==> src/rtl/core/mah_pkg.sv <==
// Shared types, constants and lookup tables for the MPEG audio header decoder.
`timescale 1ns / 1ps
`default_nettype none

package mah_pkg;

    localparam int QUO_W = 12;
    localparam int NUM_W = 26;
    localparam int DIV_W = 16;
    localparam int REM_W = NUM_W + 1;
    localparam int KBPS_W = 9;

    localparam logic [1:0] ST_INVALID = 2'd0;
    localparam logic [1:0] ST_FRAME   = 2'd1;
    localparam logic [1:0] ST_TAG     = 2'd2;
    localparam logic [1:0] ST_FREE_L3 = 2'd3;

    localparam logic [23:0] TAG_WORD    = 24'h544147;
    localparam logic [11:0] TAG_LENGTH  = 12'd128;
    localparam logic [3:0]  BR_BAD      = 4'hf;
    localparam logic [3:0]  BR_FREE     = 4'h0;
    localparam logic [1:0]  SR_BAD      = 2'b11;
    localparam logic [1:0]  LAY_BAD     = 2'b00;
    localparam logic [1:0]  LAY_L1      = 2'b11;
    localparam logic [1:0]  LAY_L2      = 2'b10;
    localparam logic [1:0]  LAY_L3      = 2'b01;

    localparam logic [NUM_W-1:0] L1_SCALE  = 26'd12000;
    localparam logic [NUM_W-1:0] L23_SCALE = 26'd144000;

    // kbps at row 3*lsf + layer-1, column index; rows of 16, index 15 unused
    localparam logic [KBPS_W-1:0] KBPS_TABLE [96] = '{
        9'd0, 9'd32, 9'd64, 9'd96, 9'd128, 9'd160, 9'd192, 9'd224,
        9'd256, 9'd288, 9'd320, 9'd352, 9'd384, 9'd416, 9'd448, 9'd0,
        9'd0, 9'd32, 9'd48, 9'd56, 9'd64, 9'd80, 9'd96, 9'd112,
        9'd128, 9'd160, 9'd192, 9'd224, 9'd256, 9'd320, 9'd384, 9'd0,
        9'd0, 9'd32, 9'd40, 9'd48, 9'd56, 9'd64, 9'd80, 9'd96,
        9'd112, 9'd128, 9'd160, 9'd192, 9'd224, 9'd256, 9'd320, 9'd0,
        9'd0, 9'd32, 9'd48, 9'd56, 9'd64, 9'd80, 9'd96, 9'd112,
        9'd128, 9'd144, 9'd160, 9'd176, 9'd192, 9'd224, 9'd256, 9'd0,
        9'd0, 9'd8, 9'd16, 9'd24, 9'd32, 9'd40, 9'd48, 9'd56,
        9'd64, 9'd80, 9'd96, 9'd112, 9'd128, 9'd144, 9'd160, 9'd0,
        9'd0, 9'd8, 9'd16, 9'd24, 9'd32, 9'd40, 9'd48, 9'd56,
        9'd64, 9'd80, 9'd96, 9'd112, 9'd128, 9'd144, 9'd160, 9'd0
    };

    typedef struct packed {
        logic [1:0] status;
        logic       use_div;
        logic       pad;
        logic       quad;
    } side_t;

    typedef struct packed {
        logic [REM_W-1:0] rem;
        logic [REM_W-1:0] dsh;
        logic [QUO_W-1:0] quo;
        side_t            side;
    } cell_t;

    function automatic logic [DIV_W-1:0] sample_rate(input logic [3:0] sel);
        logic [DIV_W-1:0] r;
        unique case (sel)
            4'd0:    r = 16'd44100;
            4'd1:    r = 16'd48000;
            4'd2:    r = 16'd32000;
            4'd3:    r = 16'd22050;
            4'd4:    r = 16'd24000;
            4'd5:    r = 16'd16000;
            4'd6:    r = 16'd11025;
            4'd7:    r = 16'd12000;
            4'd8:    r = 16'd8000;
            default: r = 16'd44100;
        endcase
        return r;
    endfunction

endpackage

`default_nettype wire

==> src/rtl/core/mpeg_audio_header_decoder.sv <==
// Top level of the MPEG audio frame header decoder: decode cell, divider chain, output register.
//
// Usage:
//   Input channel: header_word with in_valid/in_ready. Each word is four
//   consecutive stream bytes, first byte in bits 31..24. One transfer in
//   gives exactly one transfer out on status/frame_length with
//   out_valid/out_ready, in order.
//   Pipeline: one decode cell (field split, bitrate and sample-rate tables,
//   constant multiply), then a row of 12 identical divider cells, each
//   resolving one quotient bit of bitrate*scale/rate, then the output
//   register that adds padding and scales layer I lengths.
//   Throughput: one word per cycle while out_ready is high; the 13-stage
//   cell row and the output register can each load while the next hands off.
//   Stall: each stage holds its contents while the next one is full and
//   not draining, so bubbles fill up before in_ready drops; with the output
//   register empty, in_ready is always high.
//   Reset: rst_n clears every valid bit at once; no result is pending after.
`timescale 1ns / 1ps
`default_nettype none

module mpeg_audio_header_decoder (
    input  wire logic        clk,
    input  wire logic        rst_n,
    input  wire logic        in_valid,
    output logic             in_ready,
    input  wire logic [31:0] header_word,
    output logic             out_valid,
    input  wire logic        out_ready,
    output logic [1:0]       status,
    output logic [11:0]      frame_length
);

    localparam int N_CELLS = mah_pkg::QUO_W;

    // stage 0 is the decode cell, stage k (k >= 1) the k-th divider cell
    mah_pkg::cell_t  stg_data  [N_CELLS + 1];
    logic            stg_valid [N_CELLS + 1];
    logic            stg_ready [N_CELLS + 1];

    logic                        out_valid_reg;
    logic [1:0]                  status_reg;
    logic [11:0]                 length_reg;
    logic [11:0]                 length_next;
    logic [mah_pkg::QUO_W-1:0]   quo_pad;
    mah_pkg::cell_t              last;
    logic                        last_ready;

    mah_decode u_decode (
        .clk         (clk),
        .rst_n       (rst_n),
        .up_valid    (in_valid),
        .up_ready    (in_ready),
        .header_word (header_word),
        .down_valid  (stg_valid[0]),
        .down_ready  (stg_ready[0]),
        .down_data   (stg_data[0])
    );

    for (genvar k = 0; k < N_CELLS; k++)
    begin : g_cell
        mah_div_cell u_cell (
            .clk        (clk),
            .rst_n      (rst_n),
            .up_valid   (stg_valid[k]),
            .up_ready   (stg_ready[k]),
            .up_data    (stg_data[k]),
            .down_valid (stg_valid[k + 1]),
            .down_ready (stg_ready[k + 1]),
            .down_data  (stg_data[k + 1])
        );
    end

    assign last       = stg_data[N_CELLS];
    assign last_ready = !out_valid_reg || out_ready;
    assign stg_ready[N_CELLS] = last_ready;

    // padding adds one slot: four bytes in layer I, one byte otherwise
    always_comb
    begin
        quo_pad = last.quo + {{(mah_pkg::QUO_W - 1){1'b0}}, last.side.pad};
        if (last.side.status == mah_pkg::ST_TAG)
            length_next = mah_pkg::TAG_LENGTH;
        else if (last.side.use_div)
            length_next = last.side.quad ? {quo_pad[9:0], 2'b00} : quo_pad;
        else
            length_next = '0;
    end

    always_ff @(posedge clk or negedge rst_n)
    begin
        if (!rst_n)
            out_valid_reg <= 1'b0;
        else if (last_ready)
            out_valid_reg <= stg_valid[N_CELLS];
    end

    always_ff @(posedge clk)
    begin
        if (last_ready && stg_valid[N_CELLS])
        begin
            status_reg <= last.side.status;
            length_reg <= length_next;
        end
    end

    assign out_valid    = out_valid_reg;
    assign status       = status_reg;
    assign frame_length = length_reg;

`ifndef SYNTHESIS
    a_tag_len: assert property (@(posedge clk) disable iff (!rst_n)
        out_valid && status == mah_pkg::ST_TAG |-> frame_length == mah_pkg::TAG_LENGTH)
        else $error("tag result without 128-byte length");

    a_invalid_len: assert property (@(posedge clk) disable iff (!rst_n)
        out_valid && (status == mah_pkg::ST_INVALID || status == mah_pkg::ST_FREE_L3)
        |-> frame_length == 12'd0)
        else $error("nonzero length on invalid or free-format result");

    a_empty_ready: assert property (@(posedge clk) disable iff (!rst_n)
        !out_valid |-> in_ready)
        else $error("input stalled with empty output register");

    a_drain: assert property (@(posedge clk) disable iff (!rst_n)
        out_valid && out_ready && !stg_valid[N_CELLS] |=> !out_valid)
        else $error("output valid without a result from the cell row");
`endif

endmodule

`default_nettype wire

==> src/rtl/core/mah_decode.sv <==
// Front cell: field decode, table lookups and dividend/divisor setup.
`timescale 1ns / 1ps
`default_nettype none

module mah_decode (
    input  wire logic            clk,
    input  wire logic            rst_n,
    input  wire logic            up_valid,
    output logic                 up_ready,
    input  wire logic [31:0]     header_word,
    output logic                 down_valid,
    input  wire logic            down_ready,
    output mah_pkg::cell_t       down_data
);

    logic                 valid_reg;
    mah_pkg::cell_t       data_reg;
    mah_pkg::cell_t       data_next;

    logic                        tag_hit;
    logic                        bad;
    logic [3:0]                  br_idx;
    logic [1:0]                  sr_idx;
    logic [1:0]                  lay_code;
    logic                        lsf;
    logic [3:0]                  rate_sel;
    logic [6:0]                  row_base;
    logic [mah_pkg::KBPS_W-1:0]  kbps;
    logic [mah_pkg::DIV_W-1:0]   rate;
    logic [mah_pkg::DIV_W-1:0]   divisor;
    logic [mah_pkg::NUM_W-1:0]   kbps_w;
    logic [mah_pkg::NUM_W-1:0]   numer;

    assign up_ready   = !valid_reg || down_ready;
    assign down_valid = valid_reg;
    assign down_data  = data_reg;

    always_comb
    begin
        tag_hit  = header_word[31:8] == mah_pkg::TAG_WORD;
        br_idx   = header_word[15:12];
        sr_idx   = header_word[11:10];
        lay_code = header_word[18:17];
        bad      = !(&header_word[31:21]) || br_idx == mah_pkg::BR_BAD
                   || sr_idx == mah_pkg::SR_BAD || lay_code == mah_pkg::LAY_BAD;

        // MPEG2.5 when bit 20 is clear
        if (header_word[20])
        begin
            lsf      = !header_word[19];
            rate_sel = {2'b00, sr_idx} + (lsf ? 4'd3 : 4'd0);
        end
        else
        begin
            lsf      = 1'b1;
            rate_sel = 4'd6 + {2'b00, sr_idx};
        end
        rate = mah_pkg::sample_rate(rate_sel);

        unique case (lay_code)
            mah_pkg::LAY_L1: row_base = lsf ? 7'd48 : 7'd0;
            mah_pkg::LAY_L2: row_base = lsf ? 7'd64 : 7'd16;
            default:         row_base = lsf ? 7'd80 : 7'd32;
        endcase
        kbps   = mah_pkg::KBPS_TABLE[row_base + {3'b000, br_idx}];
        kbps_w = {{(mah_pkg::NUM_W - mah_pkg::KBPS_W){1'b0}}, kbps};

        if (lay_code == mah_pkg::LAY_L1)
            numer = kbps_w * mah_pkg::L1_SCALE;
        else
            numer = kbps_w * mah_pkg::L23_SCALE;

        divisor = (lay_code == mah_pkg::LAY_L3 && lsf) ? {rate[14:0], 1'b0} : rate;

        data_next.rem  = {1'b0, numer};
        data_next.dsh  = {divisor, {(mah_pkg::QUO_W - 1){1'b0}}};
        data_next.quo  = '0;
        data_next.side.pad  = header_word[9];
        data_next.side.quad = lay_code == mah_pkg::LAY_L1;

        if (tag_hit)
        begin
            data_next.side.status  = mah_pkg::ST_TAG;
            data_next.side.use_div = 1'b0;
        end
        else if (bad)
        begin
            data_next.side.status  = mah_pkg::ST_INVALID;
            data_next.side.use_div = 1'b0;
        end
        else if (br_idx == mah_pkg::BR_FREE)
        begin
            data_next.side.status  = (lay_code == mah_pkg::LAY_L3) ? mah_pkg::ST_FREE_L3
                                                                   : mah_pkg::ST_FRAME;
            data_next.side.use_div = 1'b0;
        end
        else
        begin
            data_next.side.status  = mah_pkg::ST_FRAME;
            data_next.side.use_div = 1'b1;
        end
    end

    always_ff @(posedge clk or negedge rst_n)
    begin
        if (!rst_n)
            valid_reg <= 1'b0;
        else if (up_ready)
            valid_reg <= up_valid;
    end

    always_ff @(posedge clk)
    begin
        if (up_ready && up_valid)
            data_reg <= data_next;
    end

endmodule

`default_nettype wire

==> src/rtl/core/mah_div_cell.sv <==
// One restoring-division cell: resolves one quotient bit and passes on.
`timescale 1ns / 1ps
`default_nettype none

module mah_div_cell (
    input  wire logic            clk,
    input  wire logic            rst_n,
    input  wire logic            up_valid,
    output logic                 up_ready,
    input  wire mah_pkg::cell_t  up_data,
    output logic                 down_valid,
    input  wire logic            down_ready,
    output mah_pkg::cell_t       down_data
);

    logic            valid_reg;
    mah_pkg::cell_t  data_reg;
    mah_pkg::cell_t  data_next;
    logic            ge;

    assign up_ready   = !valid_reg || down_ready;
    assign down_valid = valid_reg;
    assign down_data  = data_reg;

    always_comb
    begin
        ge             = up_data.rem >= up_data.dsh;
        data_next      = up_data;
        data_next.rem  = ge ? up_data.rem - up_data.dsh : up_data.rem;
        data_next.dsh  = {1'b0, up_data.dsh[mah_pkg::REM_W-1:1]};
        data_next.quo  = {up_data.quo[mah_pkg::QUO_W-2:0], ge};
    end

    always_ff @(posedge clk or negedge rst_n)
    begin
        if (!rst_n)
            valid_reg <= 1'b0;
        else if (up_ready)
            valid_reg <= up_valid;
    end

    always_ff @(posedge clk)
    begin
        if (up_ready && up_valid)
            data_reg <= data_next;
    end

endmodule

`default_nettype wire

==> config.mk <==
export PLATFORM = sky130hd
export DESIGN_NAME = mpeg_audio_header_decoder
export DESIGN_NICKNAME = d
export VERILOG_FILES = /design/src/rtl/core/mah_pkg.sv /design/src/rtl/core/mpeg_audio_header_decoder.sv /design/src/rtl/core/mah_decode.sv /design/src/rtl/core/mah_div_cell.sv
export SDC_FILE = /design/constraint.sdc
export NUM_CORES = 1
export LEC_CHECK = 0
export BUFFER_PORTS_ARGS = -buffer_cell sky130_fd_sc_hd__clkbuf_2
export CAP_MARGIN = 15
export CORE_ASPECT_RATIO = 1.2
export CORE_MARGIN = 2
export CORE_UTILIZATION = 55
export DETAILED_ROUTE_END_ITERATION = 16
export PLACE_DENSITY_LB_ADDON = 0.3
export SYNTH_ARGS = -nofsm -noshare
export SYNTH_HDL_FRONTEND = slang
export SYNTH_SLANG_ARGS = --single-unit
==> constraint.sdc <==
create_clock -name clk -period 4.5 [get_ports clk]
set_input_delay 0.9 -clock clk [delete_from_list [all_inputs] [get_ports clk]]
set_output_delay 0.9 -clock clk [all_outputs]
set_load 0.02 [all_outputs]
-- Word-level counts from Yosys, hierarchy flattened
Memories as Yosys holds them, arrays and structs flattened.
Cells that the tools add are included.
- word-level logic and storage cells: 233
- input bits: 36
- memories: 2
- ROM bits: 1392
- output and inout bits: 16
- register bits: 686
- multiplexer cells: 27
- add/subtract/negate cells: 15
- order comparisons: 13
- $mul: 2
- reduce and logical (&&, ||, !) cells: 54
- equality and inequality tests: 7
- bitwise gates (word level): 2
- memory list (name ; words ; bits a word ; read ports ; clocked after Yosys merged registers in ; write ports ; RTL line ; source):
    (name not given) ; 128 ; 9 ; 1 ; 0 ; 0 ; mah_decode.sv:65 ; kbps = mah_pkg::KBPS_TABLE[row_base + {3'b000, br_idx}];
    (name not given) ; 16 ; 15 ; 1 ; 0 ; 0 ; mah_pkg.sv:63 ; unique case (sel)
- operator list (operator ; number):
    27-bit two-way mux ; 10
    26-bit by 27-bit greater-or-equal comparator with 1-bit output ; 1
    27-bit by 16-bit greater-or-equal comparator with 1-bit output ; 1
    27-bit by 17-bit greater-or-equal comparator with 1-bit output ; 1
    27-bit by 18-bit greater-or-equal comparator with 1-bit output ; 1
    27-bit by 19-bit greater-or-equal comparator with 1-bit output ; 1
    27-bit by 20-bit greater-or-equal comparator with 1-bit output ; 1
    27-bit by 21-bit greater-or-equal comparator with 1-bit output ; 1
    27-bit by 22-bit greater-or-equal comparator with 1-bit output ; 1
    27-bit by 23-bit greater-or-equal comparator with 1-bit output ; 1
    27-bit by 24-bit greater-or-equal comparator with 1-bit output ; 1
    27-bit by 25-bit greater-or-equal comparator with 1-bit output ; 1
    27-bit by 26-bit greater-or-equal comparator with 1-bit output ; 1
    26-bit by 27-bit subtractor with 27-bit output ; 1
    27-bit by 17-bit subtractor with 27-bit output ; 1
    27-bit by 18-bit subtractor with 27-bit output ; 1
    27-bit by 19-bit subtractor with 27-bit output ; 1
    27-bit by 20-bit subtractor with 27-bit output ; 1
    27-bit by 21-bit subtractor with 27-bit output ; 1
    27-bit by 22-bit subtractor with 27-bit output ; 1
    27-bit by 23-bit subtractor with 27-bit output ; 1
    27-bit by 24-bit subtractor with 27-bit output ; 1
    27-bit by 25-bit subtractor with 27-bit output ; 1
    27-bit by 26-bit subtractor with 27-bit output ; 1
    34 further kinds ; 87

-- Longest topological paths before layout
Gate-level depths: netlist of run 1.
- depth in word-level cells: 16
- mapped depth: 27
- depth with buffers taken out: 26

-- Hierarchy
A second synthesis of run 1 with hierarchy kept.
- cells, all modules: 4820
- area total of the unflattened synthesis: 55528.3 µm²
- modules (own cells, without submodules) (module ; cells an instance ; area each (µm²) ; seq. area each (µm²) ; times used):
    mah_div_cell at g_cell[10].u_cell ... ; 347 ; 4244.1 ; 2127.0 ; 5
    mah_div_cell at g_cell[4].u_cell ... ; 350 ; 4071.4 ; 2127.0 ; 5
    mah_decode ; 519 ; 4832.1 ; 1166.1 ; 1
    mah_div_cell at g_cell[0].u_cell ; 364 ; 4095.2 ; 2127.0 ; 1
    mah_div_cell at g_cell[7].u_cell ; 357 ; 4028.9 ; 2127.0 ; 1
    mpeg_audio_header_decoder ; 95 ; 994.7 ; 445.4 ; 1

-- Worst setup path after synthesis of run 1
Ideal clock, no wire load.
- path type: input-to-reg
- start: input port header_word[15]
- end: register u_decode.data_reg (netlist bit u_decode.down_data[66]), data pin
- slack: -1803 ps
- cell stages on the path: 23
- path buffers: 3
- data arrival time: 6035 ps
- required time: 4232 ps
- cells stage by stage: clkbuf_1 -> clkbuf_1 -> buf_1 -> a41oi_1 -> o21ai_0 -> o21ai_0 -> and2_1 -> nor3_1 -> ha_1 -> inv_1 -> o21ai_0 -> ha_1 -> ha_1 -> fa_1 -> fa_1 -> a21o_1 -> a21oi_1 -> o21bai_1 -> a21oi_1 -> o21ai_0 -> a31oi_1 -> xor2_1 -> o21ai_0
- RTL lines (item ; RTL line ; source):
    start: declaration ; mpeg_audio_header_decoder.sv:26 ; input wire logic [31:0] header_word,
    end signal: assignment ; mah_decode.sv:115 ; data_reg <= data_next;
    end: declaration ; mah_decode.sv:17 ; mah_pkg::cell_t data_reg;

==> results of run 1 <==
## logic make-up (layout without fill, tap and decap cells)
| logic type | count (synthesis) | after routing | synth area share [%] |
|---|---|---|---|
| adder cells (fa/ha/maj) | 303 | 303 | 11.8 |
| XOR/XNOR | 189 | 189 | 4.83 |
| multiplexers | 71 | 71 | 2.35 |
| buffers and inverters | 342 | 571 | 3.83 |
| flip-flops | 606 | 606 | 52.9 |
| AND/OR/NAND/NOR | 817 | 817 | 12.1 |
| AO/OA/AOI/OAI | 666 | 666 | 12.1 |
## how the worst max path moves through the flow
stage                         start                               end  cells after the start
CTS                 header_word[18]  u_decode.down_data[66]$_DFFE_PP_                     24
global placement    header_word[18]  u_decode.down_data[65]$_DFFE_PP_                     21
detailed placement  header_word[18]  u_decode.down_data[65]$_DFFE_PP_                     21
global route        header_word[18]  u_decode.down_data[65]$_DFFE_PP_                     23
floorplan           header_word[18]  u_decode.down_data[66]$_DFFE_PP_                     21
finish              header_word[18]  u_decode.down_data[66]$_DFFE_PP_                     23
## critical path: cells and delay by family
family          cells  cell delay [ns]
xor+xnor            2             0.40
buf+inv             4             0.22
compound gates     10             1.74
fa+ha+maj           5             1.89
simple gates        2             0.22
## routing by layer
layer	vias to the layer above	part of all wire, %	GRT usage (%)
met5	-	0.017	0
met4	2	5.4	11.7
met3	226	2.7	2.72
met2	487	56	45.1
met1	11100	36	22.7
li1	11300	-	-
## cell usage after synthesis (all sizes together), types with 42 or more instances
cell	instances
edfxtp	592
clkbuf	42
nand2	166
xor2	81
inv	288
nor3	55
nand2b	60
mux2	58
nand3	49
nor2b	46
o21ai	159
ha	270
a21o	47
xnor2	108
a21oi	241
nor2	237
## report_power, final
group | internal (mW) | switching (mW) | total [mW]
logic | 4.60 | 5.68 | 10.3
clock network | 2.75 | 2.12 | 4.87
registers | 8.48 | 0.870 | 9.35
## final cells by class
cell class | count | area, µm²
Multi-Input combinational cell | 2046 | 15400
Fill cell | 4731 | 23000
Tap cell | 816 | 1020
Clock inverter | 34 | 379
Inverter | 288 | 1090
Clock buffer | 72 | 1550
Sequential cell | 606 | 18100
Timing Repair Buffer | 177 | 1270
## stage by stage
stage,util (%),cell area (µm²)
3_5_place_dp,58.9,36400
3_3_place_gp,58.9,36400
4_1_cts,62.4,38500
6_report,62.8,38800
2_1_floorplan,-,34500
5_1_grt,62.8,38800
## repair_timing
action	in CTS	in global routing
buffers inserted	8	6
gates resized for setup	32	53
pin swaps	42	28
endpoints found under the setup margin	11	12
==> impl_results.md, run 1 <==
- Cell variety after synth: 89
- I/O pin count: between 50 and 60
- Core region area: roughly 60,000 µm²
- Final worst path period share: 111%
- Total track usage: 22.7%
- Vias per cell: 5.73
- Pin count of the biggest net entering global routing: 54
- Worst-margin pin slew: 1.09 ns
- Initial antenna violation count: 1
- Final WS setup: -0.483 ns
- Final setup vio count: 11
- Max-cap violations: 0
- Worst-Skew Late Latency: 0.65 ns
- Period minus WS final: 4.98 ns
- CTS Root Cell: clkbuf_16
- Die Area: 64,300 µm²
- R2R setup slack: 0.77 ns
- Mapped Cells: 2,994
- Commonest non-fill, non-tap cell in the layout: edfxtp_1
- CP Cell Sequence: buf_6 -> nor2b_4 -> xnor2_4 -> nor3_1 -> a311oi_2 -> o22ai_1 -> a221o_1 -> fa_2 -> fa_1 -> inv_2 -> ha_4 -> inv_2 -> fa_1 -> inv_2 -> ha_4 -> a21o_1 -> a21oi_2 -> o21bai_1 -> a21oi_2 -> o21ai_1 -> a31oi_1 -> xor2_1 -> o21ai_1
- CTS tree: built
- Final #Nets: 3,517
- Row count: 100
- First-pass GRT wire length: 117 mm
- Area growth syn-to-layout: 13.4%
- Seq/Total Area, Yosys: 52.9%
- Diode count: 0
- Final ANT Viol Nets: 0
- Failing checks: negative setup slack
- Pwr per Cell Area: 631 nW/µm²
- Worst Skew: approximately 0.033 ns
- Post-CTS Hold Buffers: 0
- Outcome: finished with violations
- H-Tree Depth: 2
- Initial Util: 55.4%
- Setup tns final: -3.16 ns
- Commonest cells after routing, fill and taps aside: edfxtp_1, inv_1, ha_1
- Leakage power: 15.7 nW
- Cells after DPL: between 3,000 and 4,000
- CTS buffer count: 60
- Worst R2R Start: g_cell[8].u_cell.down_data[56]$_DFFE_PP_
- Max FFs per register: 540
- Worst Path Arrival: around 5.4 ns
- R2R cell count: 8
- Clock sink count: 606
- Maximum root-to-sink buffer count: 3
- Cell taking the most area after synthesis: edfxtp_1
- Final non-filler cell total: between 4,000 and 5,000
- Worst slew margin: 27.4%
- Post-synthesis async set-or-reset flop share: under 10%
- Drt first pass iters: 5
- Routed WL: around 72 mm
- Post-synth EDFFs: 592
- Die Ht: ~280 µm
- Final Slew Violations: 0
- RSZ-0062 raised after global routing: true
- Most frequent cell on the critical path: inv_2
- Mapped cell area: between 30,000 and 40,000 µm²
- Vias post-DR: 23,100
- Hold_ws: 0.141 ns
- Crit Path Class: input port to register
- Routed WL per cell: 17.9 µm
- Avg Cell Area, Syn: 11.4 µm²
- Share of cells above drive strength 1: 14.6%
- Worst vdd ir: 0.000417 V
- GP Congestion: 0.922
- Hold Fails Final Rpt: 0
- Dpl ws: -1.33 ns
- Die Span X: ~230 µm
- DP HPWL: ~56 mm
- CP Data Required Time: 4.88 ns
- Slowest CP cell: fa_1
- Crit. End Element: register
- Remaining DRCs: 0
- Max Fclk: 201 MHz
- Delay of the slowest critical-path stage: about 0.56 ns
- Primary FF master, synth: edfxtp_1
- Syn. warnings: 0
- Clk slew on worst S/H paths: 0.06 ns
- Hold Crit Class: input port to asynchronous set/reset pin
- Crit Path Max Fanout: 5
- Gr ovfl total: 0
- Reg2reg end: g_cell[9].u_cell.down_data[52]$_DFFE_PP_
- Port Buffer Count: 43
- Flop and latch count out of synthesis: 606
- DR iter-0 viols: approximately 1,300
- CP Launch Type: input port
- Area share of the leading cell type in the synthesized netlist: 51.9%
- Total power draw: 24.5 mW
- Area contributors post-synth: edfxtp_1, ha_1, a21oi_1
- Syn Nets: 3,332
- Vias in the first global route: roughly 24,000
Power figures use the tool's default switching activity.
==> inputs of run 2 (changes only) <==
SYNTH_HIERARCHICAL = 1   (was default)
==> impl_results.md, run 2 <==
- Slowest CP cell: fa_1 (unchanged)
- Port Buffer Count: 43 (unchanged)
- Crit. End Element: register (unchanged)
- Crit Path Max Fanout: 7 (was 5)
- Final Slew Violations: 0 (unchanged)
- Hold Crit Class: input port to asynchronous set/reset pin (unchanged)
- Crit Path Class: input port to register (unchanged)
- Pin count of the biggest net entering global routing: 70 (was 54)
- Area growth syn-to-layout: 10.5% (was 13.4%)
- Remaining DRCs: 0 (unchanged)
- Max FFs per register: 721 (was 540)
- Delay of the slowest critical-path stage: 0.52 ns (was 0.56 ns)
- CTS tree: built (unchanged)
- Initial antenna violation count: 0 (was 1)
- Worst slew margin: 33.9% (was 27.4%)
- CP Launch Type: input port (unchanged)
- Die Span X: 281 µm (was 232 µm)
- Routed WL per cell: 19.0 µm (was 17.9 µm)
- Failing checks: negative setup slack (unchanged)
- Max-cap violations: 0 (unchanged)
- Diode count: 0 (unchanged)
- Crit path max-delay family: adder cells (unchanged)
- GP Congestion: 0.989 (was 0.922)
- Final ANT Viol Nets: 0 (unchanged)
- Setup tns final: -0.729 ns (was -3.16 ns)
- Worst Skew: 0.0420 ns (was 0.0331 ns)
- Worst vdd ir: 0.000389 V (was 0.000417 V)
- Final worst path period share: 104% (was 111%)
- DP HPWL: 88.9 mm (was 56.3 mm)
- CP Cell Sequence: buf_8 -> and2_4 -> buf_6 -> a21oi_4 -> nor2_2 -> o311ai_2 -> nand3_1 -> a22oi_2 -> buf_12 -> ha_1 -> ha_1 -> inv_1 -> fa_1 -> fa_1 -> inv_2 -> ha_4 -> o21a_1 -> a41o_1 -> a31oi_1 -> xor2_1 -> a21oi_1 (was buf_6 -> nor2b_4 -> xnor2_4 -> nor3_1 -> a311oi_2 -> o22ai_1 -> a221o_1 -> fa_2 -> fa_1 -> inv_2 -> ha_4 -> inv_2 -> fa_1 -> inv_2 -> ha_4 -> a21o_1 -> a21oi_2 -> o21bai_1 -> a21oi_2 -> o21ai_1 -> a31oi_1 -> xor2_1 -> o21ai_1)
- Die Area: 94,500 µm² (was 64,300 µm²)
- Final setup vio count: 6 (was 11)
- CP Data Required Time: 4.88 ns (about the same)
- I/O pin count: 52 (unchanged)
- Worst-Skew Late Latency: 0.67 ns (was 0.65 ns)
- Commonest cells after routing, fill and taps aside: edfxtp_1, inv_1, a21oi_1 (was edfxtp_1, inv_1, ha_1)
- Fill cell count: 7,191 (was 4,731)
- Design Area, Final: 56,000 µm² (was 38,800 µm²)
- Worst Path Arrival: 5.05 ns (was 5.37 ns)
- Mapped cell area: 50,600 µm² (was 34,200 µm²)
- Maximum root-to-sink buffer count: 3 (unchanged)
- Pwr per Cell Area: 709 nW/µm² (was 631 nW/µm²)
- R2R setup slack: 0.63 ns (was 0.77 ns)
- Hold_ws: 0.123 ns (was 0.141 ns)
- Outcome: finished with violations (unchanged)
- H-Tree Depth: 3 (was 2)
- CTS Root Cell: clkbuf_16 (unchanged)
- Vias per cell: 5.73 (about the same)
- Row count: 121 (was 100)
- Avg Cell Area, Syn: 11.2 µm² (was 11.4 µm²)
- Clock sink count: 787 (was 606)
- Vias in the first global route: 34,500 (was 23,800)
- Period minus WS final: 4.67 ns (was 4.98 ns)
- Drt first pass iters: 5 (unchanged)
- Share of cells above drive strength 1: 16.0% (was 14.6%)
- Mapped Cells: 4,536 (was 2,994)
- Syn. warnings: 6 (was 0)
- Total track usage: 23.9% (was 22.7%)
- Core region area: 91,000 µm² (was 61,800 µm²)
- Cell Area, Placed: 52,400 µm² (was 36,400 µm²)
- Gr ovfl total: 0 (unchanged)
- Routed WL: 113 mm (was 72.3 mm)
- DR iter-0 viols: 1,819 (was 1,287)
- Die Ht: 336 µm (was 277 µm)
- Worst-margin pin slew: 0.991 ns (was 1.09 ns)
- Final WS setup: -0.165 ns (was -0.483 ns)
- Clk slew on worst S/H paths: 0.06 ns (about the same)
- First-pass GRT wire length: 178 mm (was 117 mm)
- Leakage power: 23.2 nW (was 15.7 nW)
- Vias post-DR: 34,200 (was 23,100)
- Post-CTS Hold Buffers: 0 (unchanged)
- Commonest non-fill, non-tap cell in the layout: edfxtp_1 (unchanged)
- Final #Nets: 5,146 (was 3,517)
- Post-layout util: 61.5% (was 62.8%)
- Max Fclk: 214 MHz (was 201 MHz)
- RSZ-0062 raised after global routing: true (unchanged)
- CTS buffer count: 85 (was 60)
- Initial Util: 55.7% (was 55.4%)
- CP Buf/Inv Count: 5 (was 4)
- Hold Fails Final Rpt: 0 (unchanged)
-- run 2: worst paths after layout --
path,depth (start not counted),to,from
worst max-delay path,21,u_decode/down_data[66]$_DFFE_PP_,header_word[19]
worst min-delay path,1,g_cell[7].u_cell/down_valid$_DFFE_PN0N_,rst_n
worst max register to register,10,g_cell[3].u_cell/down_data[70]$_DFFE_PP_,g_cell[2].u_cell/down_data[54]$_DFFE_PP_
worst min register to register,0,g_cell[4].u_cell/down_data[9]$_DFFE_PP_,g_cell[3].u_cell/down_data[8]$_DFFE_PP_
max in group asynchronous,1,u_decode/down_valid$_DFFE_PN0N_,rst_n
min in group clk,0,g_cell[4].u_cell/down_data[9]$_DFFE_PP_,g_cell[3].u_cell/down_data[8]$_DFFE_PP_
-- run 2: report_power, final --
part / total (mW) / switching, mW / internal [mW] / leakage (nW)
Clock: 7.00 / 2.96 / 4.04 / 1.37
Sequential: 12.3 / 1.11 / 11.2 / 7.69
Combinational: 20.4 / 11.3 / 9.11 / 14.1
Total: 39.7 / 15.3 / 24.3 / 23.2
-- run 2: timing repair --
action,4_1_cts,5_1_grt
gates resized for setup,48,70
pin swaps,43,37
cloned,0,0
buffers inserted,12,11
endpoints found under the setup margin,11,12
-- run 2: metal layers --
metal,up-vias,share of wire (%),track usage [%]
li1,16900,-,-
met1,16300,35,22.9
met2,720,55,47.7
met3,333,3.1,2.94
met4,0,6.3,14.5
met5,-,0,0
-- run 2: cell type report --
type                            count  area (µm²)  area share (%)
Clock buffer                       96        2170            3.87
Tap cell                         1230        1540            2.75
Sequential cell                   787       23600            42.1
Timing Repair Buffer              208        1660            2.96
Multi-Input combinational cell   3140       24700            44.1
Inverter                          447        1690            3.02
Clock inverter                     60         683            1.22
-- run 2: through the flow --
stage	setup WS, ns	power, mW	cells
2_1_floorplan	-0.906	28.3	4555
3_3_place_gp	-0.978	31.9	5789
3_5_place_dp	-0.994	32.2	5789
4_1_cts	-0.204	39.5	5957
5_1_grt	-0.318	42.3	5968
6_report	-0.165	39.7	5968
